**src/design/ir_remote_pulse_train_decoder_defines.svh**
```systemverilog
// Assertion macros for the infrared remote decoder.
// Included by the modules that carry assertions; no other dependency.
`ifndef IR_REMOTE_PULSE_TRAIN_DECODER_DEFINES_SVH
`define IR_REMOTE_PULSE_TRAIN_DECODER_DEFINES_SVH
`ifndef SYNTHESIS
`define IRD_ASSERT_IMPL(label, clk, rst_n, prop) \
    label: assert property (@(posedge clk) disable iff (!rst_n) prop) \
        else $error("assertion failed");
`define IRD_ASSERT_NEXT(label, clk, rst_n, cond, nxt) \
    label: assert property (@(posedge clk) disable iff (!rst_n) (cond) |=> (nxt)) \
        else $error("assertion failed");
`else
`define IRD_ASSERT_IMPL(label, clk, rst_n, prop)
`define IRD_ASSERT_NEXT(label, clk, rst_n, cond, nxt)
`endif
`endif

```
**src/design/ird_pkg.sv**
```systemverilog
// Shared types, codes and timing windows for the infrared remote decoder.
// No dependencies.
package ird_pkg;

    typedef struct packed {
        logic [15:0] duration_us;
        logic        frame_end;
    } ird_in_t;

    typedef struct packed {
        logic        decoded;
        logic [2:0]  protocol;
        logic [15:0] address;
        logic [7:0]  command;
        logic [5:0]  bit_count;
        logic        address_extended;
    } ird_out_t;

    // Classification of one duration against every window.
    typedef struct packed {
        logic       nec_lead;
        logic       nec_rpt;
        logic       nec_hdr;
        logic       nec_short;
        logic       nec_one;
        logic       sony_start;
        logic       sony_short;
        logic       sony_one;
        logic       rc5_t;
        logic       rc5_2t;
        logic [6:0] position;
        logic       frame_end;
    } ird_cls_t;

    localparam logic [2:0] PROTO_UNKNOWN    = 3'd0;
    localparam logic [2:0] PROTO_NEC        = 3'd1;
    localparam logic [2:0] PROTO_NEC_REPEAT = 3'd2;
    localparam logic [2:0] PROTO_SONY       = 3'd3;
    localparam logic [2:0] PROTO_RC5        = 3'd4;

    localparam int QUEUE_DEPTH = 2;

    localparam logic [15:0] NEC_LEAD_LO   = 16'd6750;
    localparam logic [15:0] NEC_LEAD_HI   = 16'd11250;
    localparam logic [15:0] NEC_RPT_LO    = 16'd1688;
    localparam logic [15:0] NEC_RPT_HI    = 16'd2812;
    localparam logic [15:0] NEC_HDR_LO    = 16'd3600;
    localparam logic [15:0] NEC_HDR_HI    = 16'd5400;
    localparam logic [15:0] NEC_SHORT_LO  = 16'd336;
    localparam logic [15:0] NEC_SHORT_HI  = 16'd784;
    localparam logic [15:0] NEC_ONE_LO    = 16'd1268;
    localparam logic [15:0] NEC_ONE_HI    = 16'd2112;
    localparam logic [15:0] SONY_START_LO = 16'd1800;
    localparam logic [15:0] SONY_START_HI = 16'd3000;
    localparam logic [15:0] SONY_SHORT_LO = 16'd390;
    localparam logic [15:0] SONY_SHORT_HI = 16'd810;
    localparam logic [15:0] SONY_ONE_LO   = 16'd840;
    localparam logic [15:0] SONY_ONE_HI   = 16'd1560;
    localparam logic [15:0] RC5_T_LO      = 16'd623;
    localparam logic [15:0] RC5_T_HI      = 16'd1155;
    localparam logic [15:0] RC5_2T_LO     = 16'd1245;
    localparam logic [15:0] RC5_2T_HI     = 16'd2311;

endpackage

```
**src/design/ird_front.sv**
```systemverilog
// Front end: takes duration beats, tracks frame position and classifies.
// Depends on ird_pkg.
module ird_front (
    input  logic              clk,
    input  logic              rst_n,
    input  logic              in_valid,
    input  ird_pkg::ird_in_t  in_data,
    input  logic              q_full,
    output logic              in_stall,
    output logic              q_push,
    output ird_pkg::ird_cls_t q_data
);
    import ird_pkg::*;

    logic [6:0] pos_reg, pos_next;
    logic [15:0] d;

    function automatic logic win(logic [15:0] v, logic [15:0] lo, logic [15:0] hi);
        win = (v >= lo) && (v <= hi);
    endfunction

    assign d = in_data.duration_us;
    assign in_stall = q_full;
    assign q_push = in_valid && !q_full;

    // Classify the duration against every protocol window.
    always_comb
    begin
        q_data.nec_lead   = win(d, NEC_LEAD_LO, NEC_LEAD_HI);
        q_data.nec_rpt    = win(d, NEC_RPT_LO, NEC_RPT_HI);
        q_data.nec_hdr    = win(d, NEC_HDR_LO, NEC_HDR_HI);
        q_data.nec_short  = win(d, NEC_SHORT_LO, NEC_SHORT_HI);
        q_data.nec_one    = win(d, NEC_ONE_LO, NEC_ONE_HI);
        q_data.sony_start = win(d, SONY_START_LO, SONY_START_HI);
        q_data.sony_short = win(d, SONY_SHORT_LO, SONY_SHORT_HI);
        q_data.sony_one   = win(d, SONY_ONE_LO, SONY_ONE_HI);
        q_data.rc5_t      = win(d, RC5_T_LO, RC5_T_HI);
        q_data.rc5_2t     = win(d, RC5_2T_LO, RC5_2T_HI);
        q_data.position   = pos_reg;
        q_data.frame_end  = in_data.frame_end;
    end

    // Position within the frame, saturating, cleared after the last beat.
    always_comb
    begin
        pos_next = pos_reg;
        if (q_push)
        begin
            if (in_data.frame_end)
                pos_next = '0;
            else if (pos_reg != 7'h7f)
                pos_next = pos_reg + 7'd1;
        end
    end

    always_ff @(posedge clk or negedge rst_n)
    begin
        if (!rst_n)
            pos_reg <= '0;
        else
            pos_reg <= pos_next;
    end
endmodule

```
**src/design/ird_queue.sv**
```systemverilog
// Short queue between the classifier and the recognizers.
// Depends on ird_pkg and the shared macro header.
module ird_queue #(
    parameter int DEPTH = ird_pkg::QUEUE_DEPTH
) (
    input  logic              clk,
    input  logic              rst_n,
    input  logic              push,
    input  ird_pkg::ird_cls_t push_data,
    output logic              full,
    output logic              not_empty,
    input  logic              pop,
    output ird_pkg::ird_cls_t pop_data
);
    import ird_pkg::*;
    `include "ir_remote_pulse_train_decoder_defines.svh"

    localparam int AW = (DEPTH > 1) ? $clog2(DEPTH) : 1;

    ird_cls_t mem_reg [DEPTH];
    logic [AW-1:0] wr_reg, wr_next, rd_reg, rd_next;
    logic [AW:0]   cnt_reg, cnt_next;

    assign full      = (cnt_reg == (AW+1)'(DEPTH));
    assign not_empty = (cnt_reg != '0);
    assign pop_data  = mem_reg[rd_reg];

    // Pointer and fill count update.
    always_comb
    begin
        wr_next  = wr_reg;
        rd_next  = rd_reg;
        cnt_next = cnt_reg;
        if (push)
            wr_next = (wr_reg == AW'(DEPTH-1)) ? '0 : wr_reg + AW'(1);
        if (pop)
            rd_next = (rd_reg == AW'(DEPTH-1)) ? '0 : rd_reg + AW'(1);
        if (push && !pop)
            cnt_next = cnt_reg + (AW+1)'(1);
        else if (pop && !push)
            cnt_next = cnt_reg - (AW+1)'(1);
    end

    always_ff @(posedge clk or negedge rst_n)
    begin
        if (!rst_n)
        begin
            wr_reg  <= '0;
            rd_reg  <= '0;
            cnt_reg <= '0;
        end
        else
        begin
            wr_reg  <= wr_next;
            rd_reg  <= rd_next;
            cnt_reg <= cnt_next;
        end
    end

    always_ff @(posedge clk)
    begin
        if (push)
            mem_reg[wr_reg] <= push_data;
    end

    `IRD_ASSERT_IMPL(a_no_overflow, clk, rst_n, !(push && full && !pop))
    `IRD_ASSERT_IMPL(a_no_underflow, clk, rst_n, !(pop && !not_empty))
    `IRD_ASSERT_IMPL(a_cnt_range, clk, rst_n, cnt_reg <= (AW+1)'(DEPTH))
endmodule

```
**src/design/ird_back.sv**
```systemverilog
// Back end: NEC, Sony and RC5 recognizers plus the result register.
// Depends on ird_pkg and the shared macro header.
module ird_back (
    input  logic              clk,
    input  logic              rst_n,
    input  logic              q_valid,
    input  ird_pkg::ird_cls_t q_data,
    output logic              q_pop,
    output logic              out_valid,
    input  logic              out_stall,
    output ird_pkg::ird_out_t out_data
);
    import ird_pkg::*;
    `include "ir_remote_pulse_train_decoder_defines.svh"

    logic [31:0] nec_bits_reg, nec_bits_next;
    logic        nec_alive_reg, nec_alive_next;
    logic        nec_rpt_reg, nec_rpt_next;
    logic [19:0] sony_bits_reg, sony_bits_next;
    logic [4:0]  sony_cnt_reg, sony_cnt_next;
    logic        sony_stop_reg, sony_stop_next;
    logic        sony_alive_reg, sony_alive_next;
    logic [29:0] rc5_lv_reg, rc5_lv_next;
    logic [4:0]  rc5_cnt_reg, rc5_cnt_next;
    logic        rc5_alive_reg, rc5_alive_next;
    logic        ov_reg, ov_next;
    ird_out_t    od_reg, od_next;

    logic [6:0]  p;
    logic        take, lvl;
    logic [4:0]  nec_idx;
    logic [13:0] rc5_val;
    logic        rc5_pair_ok, rc5_ok;
    logic [4:0]  rc5_cnt_fin;

    // Only a frame end has to wait for a free result register.
    assign p       = q_data.position;
    assign take    = q_valid && (!q_data.frame_end || !ov_reg || !out_stall);
    assign q_pop   = take;
    assign nec_idx = 5'((p - 7'd3) >> 1);
    assign lvl     = !p[0];

    // Recognizer updates for one classified beat.
    always_comb
    begin
        nec_bits_next   = nec_bits_reg;
        nec_alive_next  = nec_alive_reg;
        nec_rpt_next    = nec_rpt_reg;
        sony_bits_next  = sony_bits_reg;
        sony_cnt_next   = sony_cnt_reg;
        sony_stop_next  = sony_stop_reg;
        sony_alive_next = sony_alive_reg;
        rc5_lv_next     = rc5_lv_reg;
        rc5_cnt_next    = rc5_cnt_reg;
        rc5_alive_next  = rc5_alive_reg;
        if (nec_alive_reg)
        begin
            if (p == 7'd0)
            begin
                if (!q_data.nec_lead)
                    nec_alive_next = 1'b0;
            end
            else if (p == 7'd1)
            begin
                if (q_data.nec_rpt)
                    nec_rpt_next = 1'b1;
                else if (!q_data.nec_hdr)
                    nec_alive_next = 1'b0;
            end
            else if (!nec_rpt_reg && p <= 7'd65)
            begin
                if (!p[0])
                begin
                    if (!q_data.nec_short)
                        nec_alive_next = 1'b0;
                end
                else if (q_data.nec_one)
                    nec_bits_next[nec_idx] = 1'b1;
                else if (!q_data.nec_short)
                    nec_alive_next = 1'b0;
            end
        end
        if (sony_alive_reg)
        begin
            if (p == 7'd0)
            begin
                if (!q_data.sony_start)
                    sony_alive_next = 1'b0;
            end
            else if (p == 7'd1)
            begin
                if (!q_data.sony_short)
                    sony_alive_next = 1'b0;
            end
            else if (!p[0] && !sony_stop_reg && sony_cnt_reg < 5'd20)
            begin
                if (q_data.sony_one)
                begin
                    sony_bits_next[sony_cnt_reg] = 1'b1;
                    sony_cnt_next = sony_cnt_reg + 5'd1;
                end
                else if (q_data.sony_short)
                    sony_cnt_next = sony_cnt_reg + 5'd1;
                else
                    sony_stop_next = 1'b1;
            end
        end
        if (rc5_alive_reg)
        begin
            if (!q_data.rc5_t && !q_data.rc5_2t)
                rc5_alive_next = 1'b0;
            else if (rc5_cnt_reg >= 5'd30)
                rc5_alive_next = 1'b0;
            else
            begin
                rc5_lv_next[rc5_cnt_reg] = lvl;
                if (q_data.rc5_t)
                    rc5_cnt_next = rc5_cnt_reg + 5'd1;
                else if (rc5_cnt_reg >= 5'd29)
                    rc5_alive_next = 1'b0;
                else
                begin
                    rc5_lv_next[rc5_cnt_reg + 5'd1] = lvl;
                    rc5_cnt_next = rc5_cnt_reg + 5'd2;
                end
            end
        end
    end

    // RC5 bi-phase check on the updated half-bit levels.
    always_comb
    begin
        rc5_pair_ok = 1'b1;
        for (int k = 0; k < 14; k++)
        begin
            if (rc5_lv_next[2*k] == rc5_lv_next[2*k+1])
                rc5_pair_ok = 1'b0;
            rc5_val[13-k] = rc5_lv_next[2*k+1];
        end
        rc5_cnt_fin = (rc5_cnt_next == 5'd27) ? 5'd28 : rc5_cnt_next;
        rc5_ok = rc5_alive_next && (p != 7'd0) && (rc5_cnt_fin == 5'd28)
                 && rc5_pair_ok && rc5_val[13];
    end

    // Result selection, priority NEC repeat/NEC, Sony, RC5.
    always_comb
    begin
        od_next = '0;
        if (nec_alive_next && nec_rpt_next && p != 7'd0)
        begin
            od_next.decoded  = 1'b1;
            od_next.protocol = PROTO_NEC_REPEAT;
        end
        else if (nec_alive_next && !nec_rpt_next && p >= 7'd65
                 && ((nec_bits_next[23:16] ^ nec_bits_next[31:24]) == 8'hff))
        begin
            od_next.decoded   = 1'b1;
            od_next.protocol  = PROTO_NEC;
            od_next.command   = nec_bits_next[23:16];
            od_next.bit_count = 6'd32;
            if ((nec_bits_next[7:0] ^ nec_bits_next[15:8]) == 8'hff)
                od_next.address = {8'h00, nec_bits_next[7:0]};
            else
            begin
                od_next.address          = nec_bits_next[15:0];
                od_next.address_extended = 1'b1;
            end
        end
        else if (sony_alive_next && p != 7'd0 && (sony_cnt_next == 5'd12
                 || sony_cnt_next == 5'd15 || sony_cnt_next == 5'd20))
        begin
            od_next.decoded   = 1'b1;
            od_next.protocol  = PROTO_SONY;
            od_next.address   = {3'b000, sony_bits_next[19:7]};
            od_next.command   = {1'b0, sony_bits_next[6:0]};
            od_next.bit_count = {1'b0, sony_cnt_next};
        end
        else if (rc5_ok)
        begin
            od_next.decoded   = 1'b1;
            od_next.protocol  = PROTO_RC5;
            od_next.address   = {11'd0, rc5_val[10:6]};
            od_next.command   = {1'b0, !rc5_val[12], rc5_val[5:0]};
            od_next.bit_count = 6'd14;
        end
    end

    // Recognizer state; a frame end returns everything to reset.
    always_ff @(posedge clk or negedge rst_n)
    begin
        if (!rst_n)
        begin
            nec_bits_reg   <= '0;
            nec_alive_reg  <= 1'b1;
            nec_rpt_reg    <= 1'b0;
            sony_bits_reg  <= '0;
            sony_cnt_reg   <= '0;
            sony_stop_reg  <= 1'b0;
            sony_alive_reg <= 1'b1;
            rc5_lv_reg     <= '0;
            rc5_cnt_reg    <= 5'd1;
            rc5_alive_reg  <= 1'b1;
        end
        else if (take && q_data.frame_end)
        begin
            nec_bits_reg   <= '0;
            nec_alive_reg  <= 1'b1;
            nec_rpt_reg    <= 1'b0;
            sony_bits_reg  <= '0;
            sony_cnt_reg   <= '0;
            sony_stop_reg  <= 1'b0;
            sony_alive_reg <= 1'b1;
            rc5_lv_reg     <= '0;
            rc5_cnt_reg    <= 5'd1;
            rc5_alive_reg  <= 1'b1;
        end
        else if (take)
        begin
            nec_bits_reg   <= nec_bits_next;
            nec_alive_reg  <= nec_alive_next;
            nec_rpt_reg    <= nec_rpt_next;
            sony_bits_reg  <= sony_bits_next;
            sony_cnt_reg   <= sony_cnt_next;
            sony_stop_reg  <= sony_stop_next;
            sony_alive_reg <= sony_alive_next;
            rc5_lv_reg     <= rc5_lv_next;
            rc5_cnt_reg    <= rc5_cnt_next;
            rc5_alive_reg  <= rc5_alive_next;
        end
    end

    // Output register, refilled as soon as the held beat leaves.
    always_comb
    begin
        ov_next = ov_reg && out_stall;
        if (take && q_data.frame_end)
            ov_next = 1'b1;
    end

    always_ff @(posedge clk or negedge rst_n)
    begin
        if (!rst_n)
            ov_reg <= 1'b0;
        else
            ov_reg <= ov_next;
    end

    always_ff @(posedge clk)
    begin
        if (take && q_data.frame_end)
            od_reg <= od_next;
    end

    assign out_valid = ov_reg;
    assign out_data  = od_reg;

    `IRD_ASSERT_NEXT(a_hold, clk, rst_n, out_valid && out_stall, out_valid)
    `IRD_ASSERT_IMPL(a_fail_zero, clk, rst_n,
        !(out_valid && !out_data.decoded) || (out_data == '0))
    `IRD_ASSERT_IMPL(a_rc5_cnt, clk, rst_n, rc5_cnt_reg <= 5'd30 && sony_cnt_reg <= 5'd20)
endmodule

```
**src/design/ir_remote_pulse_train_decoder.sv**
```systemverilog
// Infrared remote decoder (NEC, Sony SIRC, RC5): each input beat is one mark or
// space duration in microseconds, the first of a frame a mark; the beat flagged
// frame_end yields one result beat and resets all recognizers. One duration is
// accepted per clock unless the queue is full: a classifier compares it against
// every window, a two-entry queue hands it to the recognizers, and a result
// register lets the next frame proceed while a result waits. The last duration
// reaches its result through the queue entry and then the result register.
module ir_remote_pulse_train_decoder #(
    parameter int QUEUE_DEPTH = ird_pkg::QUEUE_DEPTH
) (
    input  logic             clk,
    input  logic             rst_n,
    input  logic             in_valid,
    output logic             in_stall,
    input  ird_pkg::ird_in_t in_data,
    output logic             out_valid,
    input  logic             out_stall,
    output ird_pkg::ird_out_t out_data
);
    import ird_pkg::*;

    logic     push, full, not_empty, pop;
    ird_cls_t push_data, pop_data;

    ird_front u_front (
        .clk      (clk),
        .rst_n    (rst_n),
        .in_valid (in_valid),
        .in_data  (in_data),
        .q_full   (full),
        .in_stall (in_stall),
        .q_push   (push),
        .q_data   (push_data)
    );

    ird_queue #(.DEPTH(QUEUE_DEPTH)) u_queue (
        .clk       (clk),
        .rst_n     (rst_n),
        .push      (push),
        .push_data (push_data),
        .full      (full),
        .not_empty (not_empty),
        .pop       (pop),
        .pop_data  (pop_data)
    );

    ird_back u_back (
        .clk       (clk),
        .rst_n     (rst_n),
        .q_valid   (not_empty),
        .q_data    (pop_data),
        .q_pop     (pop),
        .out_valid (out_valid),
        .out_stall (out_stall),
        .out_data  (out_data)
    );
endmodule
```
**config.mk**
```make
export PLATFORM = sky130hd
export DESIGN_NAME = ir_remote_pulse_train_decoder
export DESIGN_NICKNAME = d
export VERILOG_FILES = /design/src/design/ird_pkg.sv /design/src/design/ird_front.sv /design/src/design/ird_queue.sv /design/src/design/ird_back.sv /design/src/design/ir_remote_pulse_train_decoder.sv
export VERILOG_INCLUDE_DIRS = /design/src /design/src/design
export SDC_FILE = /design/constraint.sdc
export NUM_CORES = 1
export LEC_CHECK = 0
export BUFFER_PORTS_ARGS = -buffer_cell sky130_fd_sc_hd__buf_2
export CORE_AREA = 8 8 147 163
export CTS_BUF_LIST = sky130_fd_sc_hd__clkbuf_16
export DETAILED_ROUTE_END_ITERATION = 8
export DIE_AREA = 0 0 155 171
export PLACE_DENSITY_LB_ADDON = 0.2
export SETUP_SLACK_MARGIN = 0.2
export SLEW_MARGIN = 20
export SYNTH_ARGS = -nofsm -noshare
export SYNTH_HDL_FRONTEND = slang
export SYNTH_SLANG_ARGS = --single-unit
export TNS_END_PERCENT = 30
```
**constraint.sdc**
```tcl
create_clock -name clk -period 5.9 [get_ports clk]
set_input_delay 0.59 -clock clk [delete_from_list [all_inputs] [get_ports clk]]
set_output_delay 0.59 -clock clk [all_outputs]
set_load 0.005 [all_outputs]
```
Yosys cells after proc, flatten, opt, wreduce, memory -nomap -nowiden
Memory sizes are Yosys's and may differ from the RTL's.
Cells that the tools add are included.
{"block": "word_totals", "out_inout_bits": 37, "n_memories": 1, "inputBits": 21, "mem_bits_rw": 36, "elab_cells": 285, "register_bits": 144}
{"memory": "u_queue.mem_reg", "depth": 2, "width": 18, "rd": 1, "rd_clocked_by_memory_dff": 0, "wr": 1, "line_no": "ird_queue.sv:20", "rtl": "ird_cls_t mem_reg [DEPTH];"}
{"block": "op_classes", "bitwise_logic": 5, "add_sub_neg": 9, "reduce_logical": 67, "magnitude_cmp": 33, "mux": 116, "n_eq_ne": 30}
{"op": "$mux 32", "n": 10}
{"op": "$mux 30", "n": 7}
{"op": "$mux 20", "n": 7}
{"op": "$mux 5", "n": 16}
{"op": "$ge 16x11->1 const B", "n": 4}
{"op": "$le 16x12->1 const B", "n": 4}
{"op": "$mux 1", "n": 64}
{"op": "$bwmux 30", "n": 2}
{"op": "$logic_and 1x1->1", "n": 35}
{"op": "$mux 34", "n": 1}
{"op": "$ge 16x10->1 const B", "n": 2}
{"op": "$ge 16x9->1 const B", "n": 2}
{"op": "$le 16x10->1 const B", "n": 2}
{"op": "$le 16x11->1 const B", "n": 2}
{"op": "$or 32x32->32", "n": 1}
{"op": "$lt 5x6->1 const B", "n": 4}
{"op": "$demux 1 s5", "n": 4}
{"op": "$ge 5x1->1 const B", "n": 4}
{"op": "$or 20x20->20", "n": 1}
{"op": "$eq 8x8->1 const B", "n": 2}
{"op": "$ge 16x12->1 const B", "n": 1}
{"op": "$ge 16x13->1 const B", "n": 1}
{"op": "$le 16x13->1 const B", "n": 1}
{"op": "$le 16x14->1 const B", "n": 1}
{"op": "other kinds (34)", "n": 82}

Logic depth before layout (Yosys ltp)
{"block": "depth", "word_depth": 31, "depth_mapped": 20, "ltp_nobuf": 13}

Hierarchy
Synthesis repeated with hierarchy kept, for this count alone.
{"block": "hier_totals", "hier_cells": 1248, "hier_area_um2": 11357.1}
{"module": "ird_back", "cells_each": 1015, "area_per_inst_um2": 8703.3, "seq_area_each_um2": 3458.3, "n_inst": 1}
{"module": "ird_queue", "cells_each": 72, "area_per_inst_um2": 1537.7, "seq_area_each_um2": 1181.1, "n_inst": 1}
{"module": "ird_front", "cells_each": 161, "area_per_inst_um2": 1116.1, "seq_area_each_um2": 175.2, "n_inst": 1}

Least setup slack after synthesis
OpenSTA, ideal clock, no wires.
{"block": "synth_timing", "path_kind": "register to register", "startpoint": "register u_queue.rd_reg", "endpoint": "register u_back.od_reg, in the netlist u_back.out_data[26] (data pin)", "path_stages_with_launch": 19, "setup_slack_ns": 1.610, "synth_period_minus_slack_ns": 4.290, "required_time_ns": 5.624, "path_buffers": 6, "setup_ns": 0.276, "t_arrival_ns": 4.014, "cell_sequence": "dfrtp_1 -> buf_6 -> buf_6 -> buf_6 -> mux2i_1 -> buf_4 -> inv_2 -> buf_6 -> ha_1 -> or4b_1 -> nand3_1 -> and2_0 -> clkbuf_1 -> nor3_1 -> and3_1 -> a2111oi_2 -> o2111ai_1 -> o41ai_4 -> o22ai_1"}
{"block": "synth_between", "elab_chain_len": 17, "word_cells_on_any_way": 73, "cone_classes": "add/sub (1); order compare (4); eq/ne (6); mux (41); bitwise (3); reduce/logical (17); memory (1)"}
{"element": "start: declaration", "line_no": "ird_queue.sv:21", "rtl": "logic [AW-1:0] wr_reg, wr_next, rd_reg, rd_next;"}
{"element": "start signal: assignment", "line_no": "ird_queue.sv:55", "rtl": "rd_reg <= rd_next;"}
{"element": "$mem_v2 2x18 (*)"}
{"element": "$sub 6x2->6", "line_no": "ird_back.sv:40", "rtl": "assign nec_idx = 5'((p - 7'd3) >> 1);"}
{"element": "$lt 5x6->1 (not written as such) or $ge 5x1->1 (tied branches)", "line_no": "ird_back.sv:78", "rtl": "nec_bits_next[nec_idx] = 1'b1;"}
{"element": "$logic_and 1x1->1 (not written as such)", "line_no": "ird_back.sv:78"}
{"element": "$mux 1 (not written as such)", "line_no": "ird_back.sv:78"}
{"element": "$demux 1 s5"}
{"element": "$or 32x32->32 (no line)"}
{"element": "$mux 32", "line_no": "ird_back.sv:77", "rtl": "else if (q_data.nec_one)"}
{"element": "$mux 32", "line_no": "ird_back.sv:72", "rtl": "if (!p[0])"}
{"element": "$mux 32", "line_no": "ird_back.sv:70", "rtl": "else if (!nec_rpt_reg && p <= 7'd65)"}
{"element": "$mux 32", "line_no": "ird_back.sv:63", "rtl": "else if (p == 7'd1)"}
{"element": "$mux 32", "line_no": "ird_back.sv:58", "rtl": "if (p == 7'd0)"}
{"element": "$mux 32", "line_no": "ird_back.sv:56", "rtl": "if (nec_alive_reg)"}
{"element": "$xor 8x8->8, on equally long branches", "line_no": "ird_back.sv:161, ird_back.sv:155"}
{"element": "$eq 8x8->1, on equally long branches", "line_no": "ird_back.sv:161, ird_back.sv:155"}
{"element": "$mux 16 or $logic_and 1x1->1 (tied branches)", "line_no": "ird_back.sv:161, ird_back.sv:155"}
{"element": "$mux 32", "line_no": "ird_back.sv:154", "rtl": "else if (nec_alive_next && !nec_rpt_next && p >= 7'd65"}
{"element": "end signal: assignment", "line_no": "ird_back.sv:251", "rtl": "od_reg <= od_next;"}
{"element": "end: declaration", "line_no": "ird_back.sv:27", "rtl": "ird_out_t od_reg, od_next;"}
Mark *: on every way between the ends. The rest lies on a longest branch, timed or not.
A chain may end at the register's enable or synchronous reset.

Worst setup path in the final report
{"block": "layout_timing", "startpoint": "register u_queue.rd_reg", "endpoint": "register u_back.od_reg, in the netlist u_back.out_data[10] (data pin)"}
{"block": "layout_between", "elab_chain_len": 29, "word_cells_on_any_way": 124, "cone_classes": "add/sub (1); order compare (4); eq/ne (21); mux (71); bitwise (2); reduce/logical (24); memory (1)"}
{"element": "$mem_v2 2x18 (*)"}
{"element": "$logic_not 1->1", "line_no": "ird_back.sv:41, ird_back.sv:95"}
{"element": "$bwmux 30", "line_no": "ird_back.sv:116", "rtl": "rc5_lv_next[rc5_cnt_reg] = lvl;"}
{"element": "$bwmux 30", "line_no": "ird_back.sv:123", "rtl": "rc5_lv_next[rc5_cnt_reg + 5'd1] = lvl;"}
{"element": "$mux 30", "line_no": "ird_back.sv:119", "rtl": "else if (rc5_cnt_reg >= 5'd29)"}
{"element": "$mux 30", "line_no": "ird_back.sv:117", "rtl": "if (q_data.rc5_t)"}
{"element": "$mux 30", "line_no": "ird_back.sv:112", "rtl": "else if (rc5_cnt_reg >= 5'd30)"}
{"element": "$mux 30", "line_no": "ird_back.sv:110", "rtl": "if (!q_data.rc5_t && !q_data.rc5_2t)"}
{"element": "$mux 30", "line_no": "ird_back.sv:108", "rtl": "if (rc5_alive_reg)"}
{"element": "$eq 1x1->1", "line_no": "ird_back.sv:136", "rtl": "if (rc5_lv_next[2*k] == rc5_lv_next[2*k+1])"}
{"element": "$mux 1 (14 in a row)", "line_no": "ird_back.sv:136"}
{"element": "$logic_and 1x1->1 (2 in a row)", "line_no": "ird_back.sv:142", "rtl": "&& rc5_pair_ok && rc5_val[13];"}
{"element": "$mux 34", "line_no": "ird_back.sv:178", "rtl": "else if (rc5_ok)"}
{"element": "$mux 32", "line_no": "ird_back.sv:169", "rtl": "else if (sony_alive_next && p != 7'd0 && (sony_cnt_next == 5'd12"}
{"element": "$mux 32", "line_no": "ird_back.sv:154"}
Mark *: on every way between the ends. The rest lies on a longest branch, timed or not. The select of a mux whose other input is x is not followed.

==> summary.md <==
| Metric | Value |
|---|---|
| CP endpoint kind | flop |
| Mapped Avg Cell Area | ~9.2 um^2 |
| Total global routing track utilization | 0.2571 |
| RSZ-0062 raised after global routing | false |
| Initial core utilization | 0.5520 |
| TritonCTS clock tree | built |
| Number of iterations in the first detailed-routing pass | 6 |
| Cell taking the most area after synthesis | dfrtp_1 |
| Number of primary I/O pins | 58 |
| Filler-free cell count of the finished design | between 1500 and 2000 |
| Max Transition Viols Final | 0 |
| Final estimated routing congestion in global placement | 0.9445 |
| Path type of the worst min-delay path | in -> async |
| Layout net count | between 1000 and 1500 |
| Cell types with the largest area share after synthesis | dfrtp_1 (22%), edfxtp_1 (18%), a21oi_1 (5.8%) |
| Final-report setup violation count | 0 |
| Hold-fix buffer count after cts | 0 |
| Depth of the CTS H-tree | 4 |
| Vias in the first global route | around 10000 |
| Area occupied by multi-input gates | 6321 um^2 |
| Commonest cells in the netlist | nor2_1 (139), a21oi_1 (136), dfrtp_1 (103) |
| Placed cell count | 1554 |
| Worst setup SP type | flop |
| Pin slew with the least headroom to its limit | 1099 ps |
| Worst endpoint required time | between 6000 and 7000 ps |
| LEAKAGE | between 4 and 5 nW |
| Maximum number of pins on one net before global-route repair | 58 |
| Max cap viols | 0 |
| Area share of the largest cell type after synthesis | 0.2214 |
| DRC Markers | 0 |
| Flip-flop and latch area | just under 5000 um^2 |
| Most instantiated library cell after synthesis | nor2_1 |
| Seq cells post-synth | ~180 |
| Period utilization | 0.8557 |
| Relative slew slack | 0.2672 |
| Buffer depth of the longest clock path | 2 |
| Remaining antenna violation count | 0 |
| Wire length per cell after detailed routing | between 20 and 25 um |
| Aggregate global routing overflow | 0 |
| Die W | about 160 um |
| Post-route clock skew | between 15 and 20 ps |
| Max Clock Freq | 0.1981 GHz |
| Layout cell share with drive strength beyond 1 | 0.1227 |
| Wire length of the first global-routing pass | between 50 and 60 mm |
| Utilization of the core after routing | 0.6016 |
| Area of the mapped netlist | 11640 um^2 |
| Post-route minimum period | just over 5000 ps |
| Share of flip-flops with an asynchronous set or reset after synthesis | 0.6011 |
| Seq/Total Area, Yosys | 0.4136 |
| Final wirelength | about 34 mm |
| Antenna diode count | 0 |
| Register-to-Register Setup Slack | between 800 and 900 ps |
| Register clock-pin slew on the reported worst setup and hold paths | about 70 ps |
| Die Height | 171 um |
| DP Wirelength | approximately 24 mm |
| Crit path kind | reg -> reg |
| Leading register cell type out of synthesis | dfrtp_1 |
| Drt first-iter violations | about 1100 |
| Status | completed |
| Relative area change from synthesis to final layout | 8.986% |
| Count of input and output buffers | 57 |
| Number of distinct library cells after synthesis | about 110 |
| Library cell used as clock root buffer | clkbuf_16 |
| Ratio of routed vias to standard cells | 6.637 |
| Number of flip-flops under the largest register name | 36 |
| Worst-path fanout max | 23 |
| Die footprint | ~27000 um^2 |
| Core Rows | 56 |
| Clock Sink Count | between 150 and 200 |
| Post-Syn Instances | between 1000 and 1500 |
| Arrival @ worst endpoint | approximately 5200 ps |
| Fillers | about 1800 |
| Cell Pwr Density | around 430 nW/um^2 |
| Antenna violations before repair | 0 |
| Clock latency on the worst-skew pair | roughly 440 ps |
| Buffers inserted by post-CTS timing repair | 0 |
| VDD IR max | ~260 uV |
| Final TNS setup | 0 ps |
| Number of synthesized flops with an enable pin | slightly above 70 |
| Number of gates resized after cts | 0 |
| Core footprint | around 21000 um^2 |
| Synth Warn # | 0 |
| Number of nets produced by synthesis | 1304 |
| Via total after detailed routing | around 11000 |
| Fin. Hold Viols | 0 |
| Num CTS Buffers | 17 |
-- layer usage --
metal | vias to the layer above | global-route usage | wire, um
met1 | 5110 | 0.3461 | 14970
met3 | 81 | 0.03634 | 2210
met2 | 448 | 0.4108 | 15670
met5 | - | 0 | 0
met4 | 0 | 0.1058 | 1146
li1 | 4888 | - | -
-- worst max-delay path: stages, from the launching register on --
cell and delay [ps]:
dfrtp_1 840, mux2i_2 320, inv_2 180, ha_1 310, or4b_1 600, nand3_1 160, a2111oi_0 140, a41oi_1 370
nand2_1 100, a2111oi_0 470, nand4bb_1 380, buf_4 330, inv_2 260, mux2i_1 220, o31ai_1 90
-- area by class of cell --
class	count	share of cell area
clock buffer	17	0.03353
clock inverter	15	0.01588
inverter	35	0.01036
multi-input combinational	975	0.4982
sequential	178	0.3795
tap	290	0.02860
timing repair buffer	76	0.03392
-- stage by stage --
stage,area [um^2],total power [mW],worst slack [ps],hold slack (ps)
floorplan,11640,3.524,1610,294.4
global placement,12060,4.213,1046,448.5
detailed placement,12060,4.243,949.9,456.8
CTS,12690,5.444,922.9,274.2
global route,12690,5.766,445.7,280.0
finish,12690,5.473,851.1,223.1
-- cell families after synthesis --
logic type	Yosys count	share of synthesized area
simple gates	449	0.2032
mux	49	0.04482
xor+xnor	29	0.02311
fa+ha+maj	18	0.01935
buf+inv	112	0.04428
flops	178	0.4136
compound gates	430	0.2516
-- power by group --
part	total, mW	internal (mW)	leakage, nW	switching [mW]
Combinational	2.48	0.752	2.42	1.72
Sequential	1.79	1.58	2.15	0.210
Clock	1.20	0.622	0.302	0.582
-- layout by cell type (no fill, tap or decap), types with 11 or more instances in the layout --
master	synthesis	layout
and2_1	14	14
edfxtp_1	71	71
and3_1	16	16
or3_1	11	11
o211ai_1	12	12
a21oi_1	136	136
nand4_1	18	18
xor2_1	13	13
inv_1	31	31
nor3_1	33	33
a31oi_1	23	22
buf_2	22	56
nand2_1	79	79
o21ai_0	65	65
mux2_2	11	11
o31ai_1	16	16
nand3_1	32	32
nor4_1	16	16
ha_1	18	18
xnor2_1	15	15
clkbuf_16	0	17
buf_4	4	20
dfrtp_1	103	103
o22ai_1	27	27
mux2i_1	35	34
nand2b_1	14	14
nor2_1	139	139
-- worst paths after layout --
check	start	endpoint	cells after the start
max	u_queue.rd_reg	u_back.out_data[10]	14
min	rst_n	u_back.rc5_lv_reg[24]	1
max reg2reg	u_queue.rd_reg	u_back.out_data[10]	14
min reg2reg	u_back.rc5_lv_reg[14]	u_back.rc5_lv_reg[14]	2
max in group asynchronous	rst_n	u_back.nec_bits_reg[5]	2
min in group clk	out_stall	u_back.out_valid	3
Note: power is estimated with default switching activity, not from simulation.
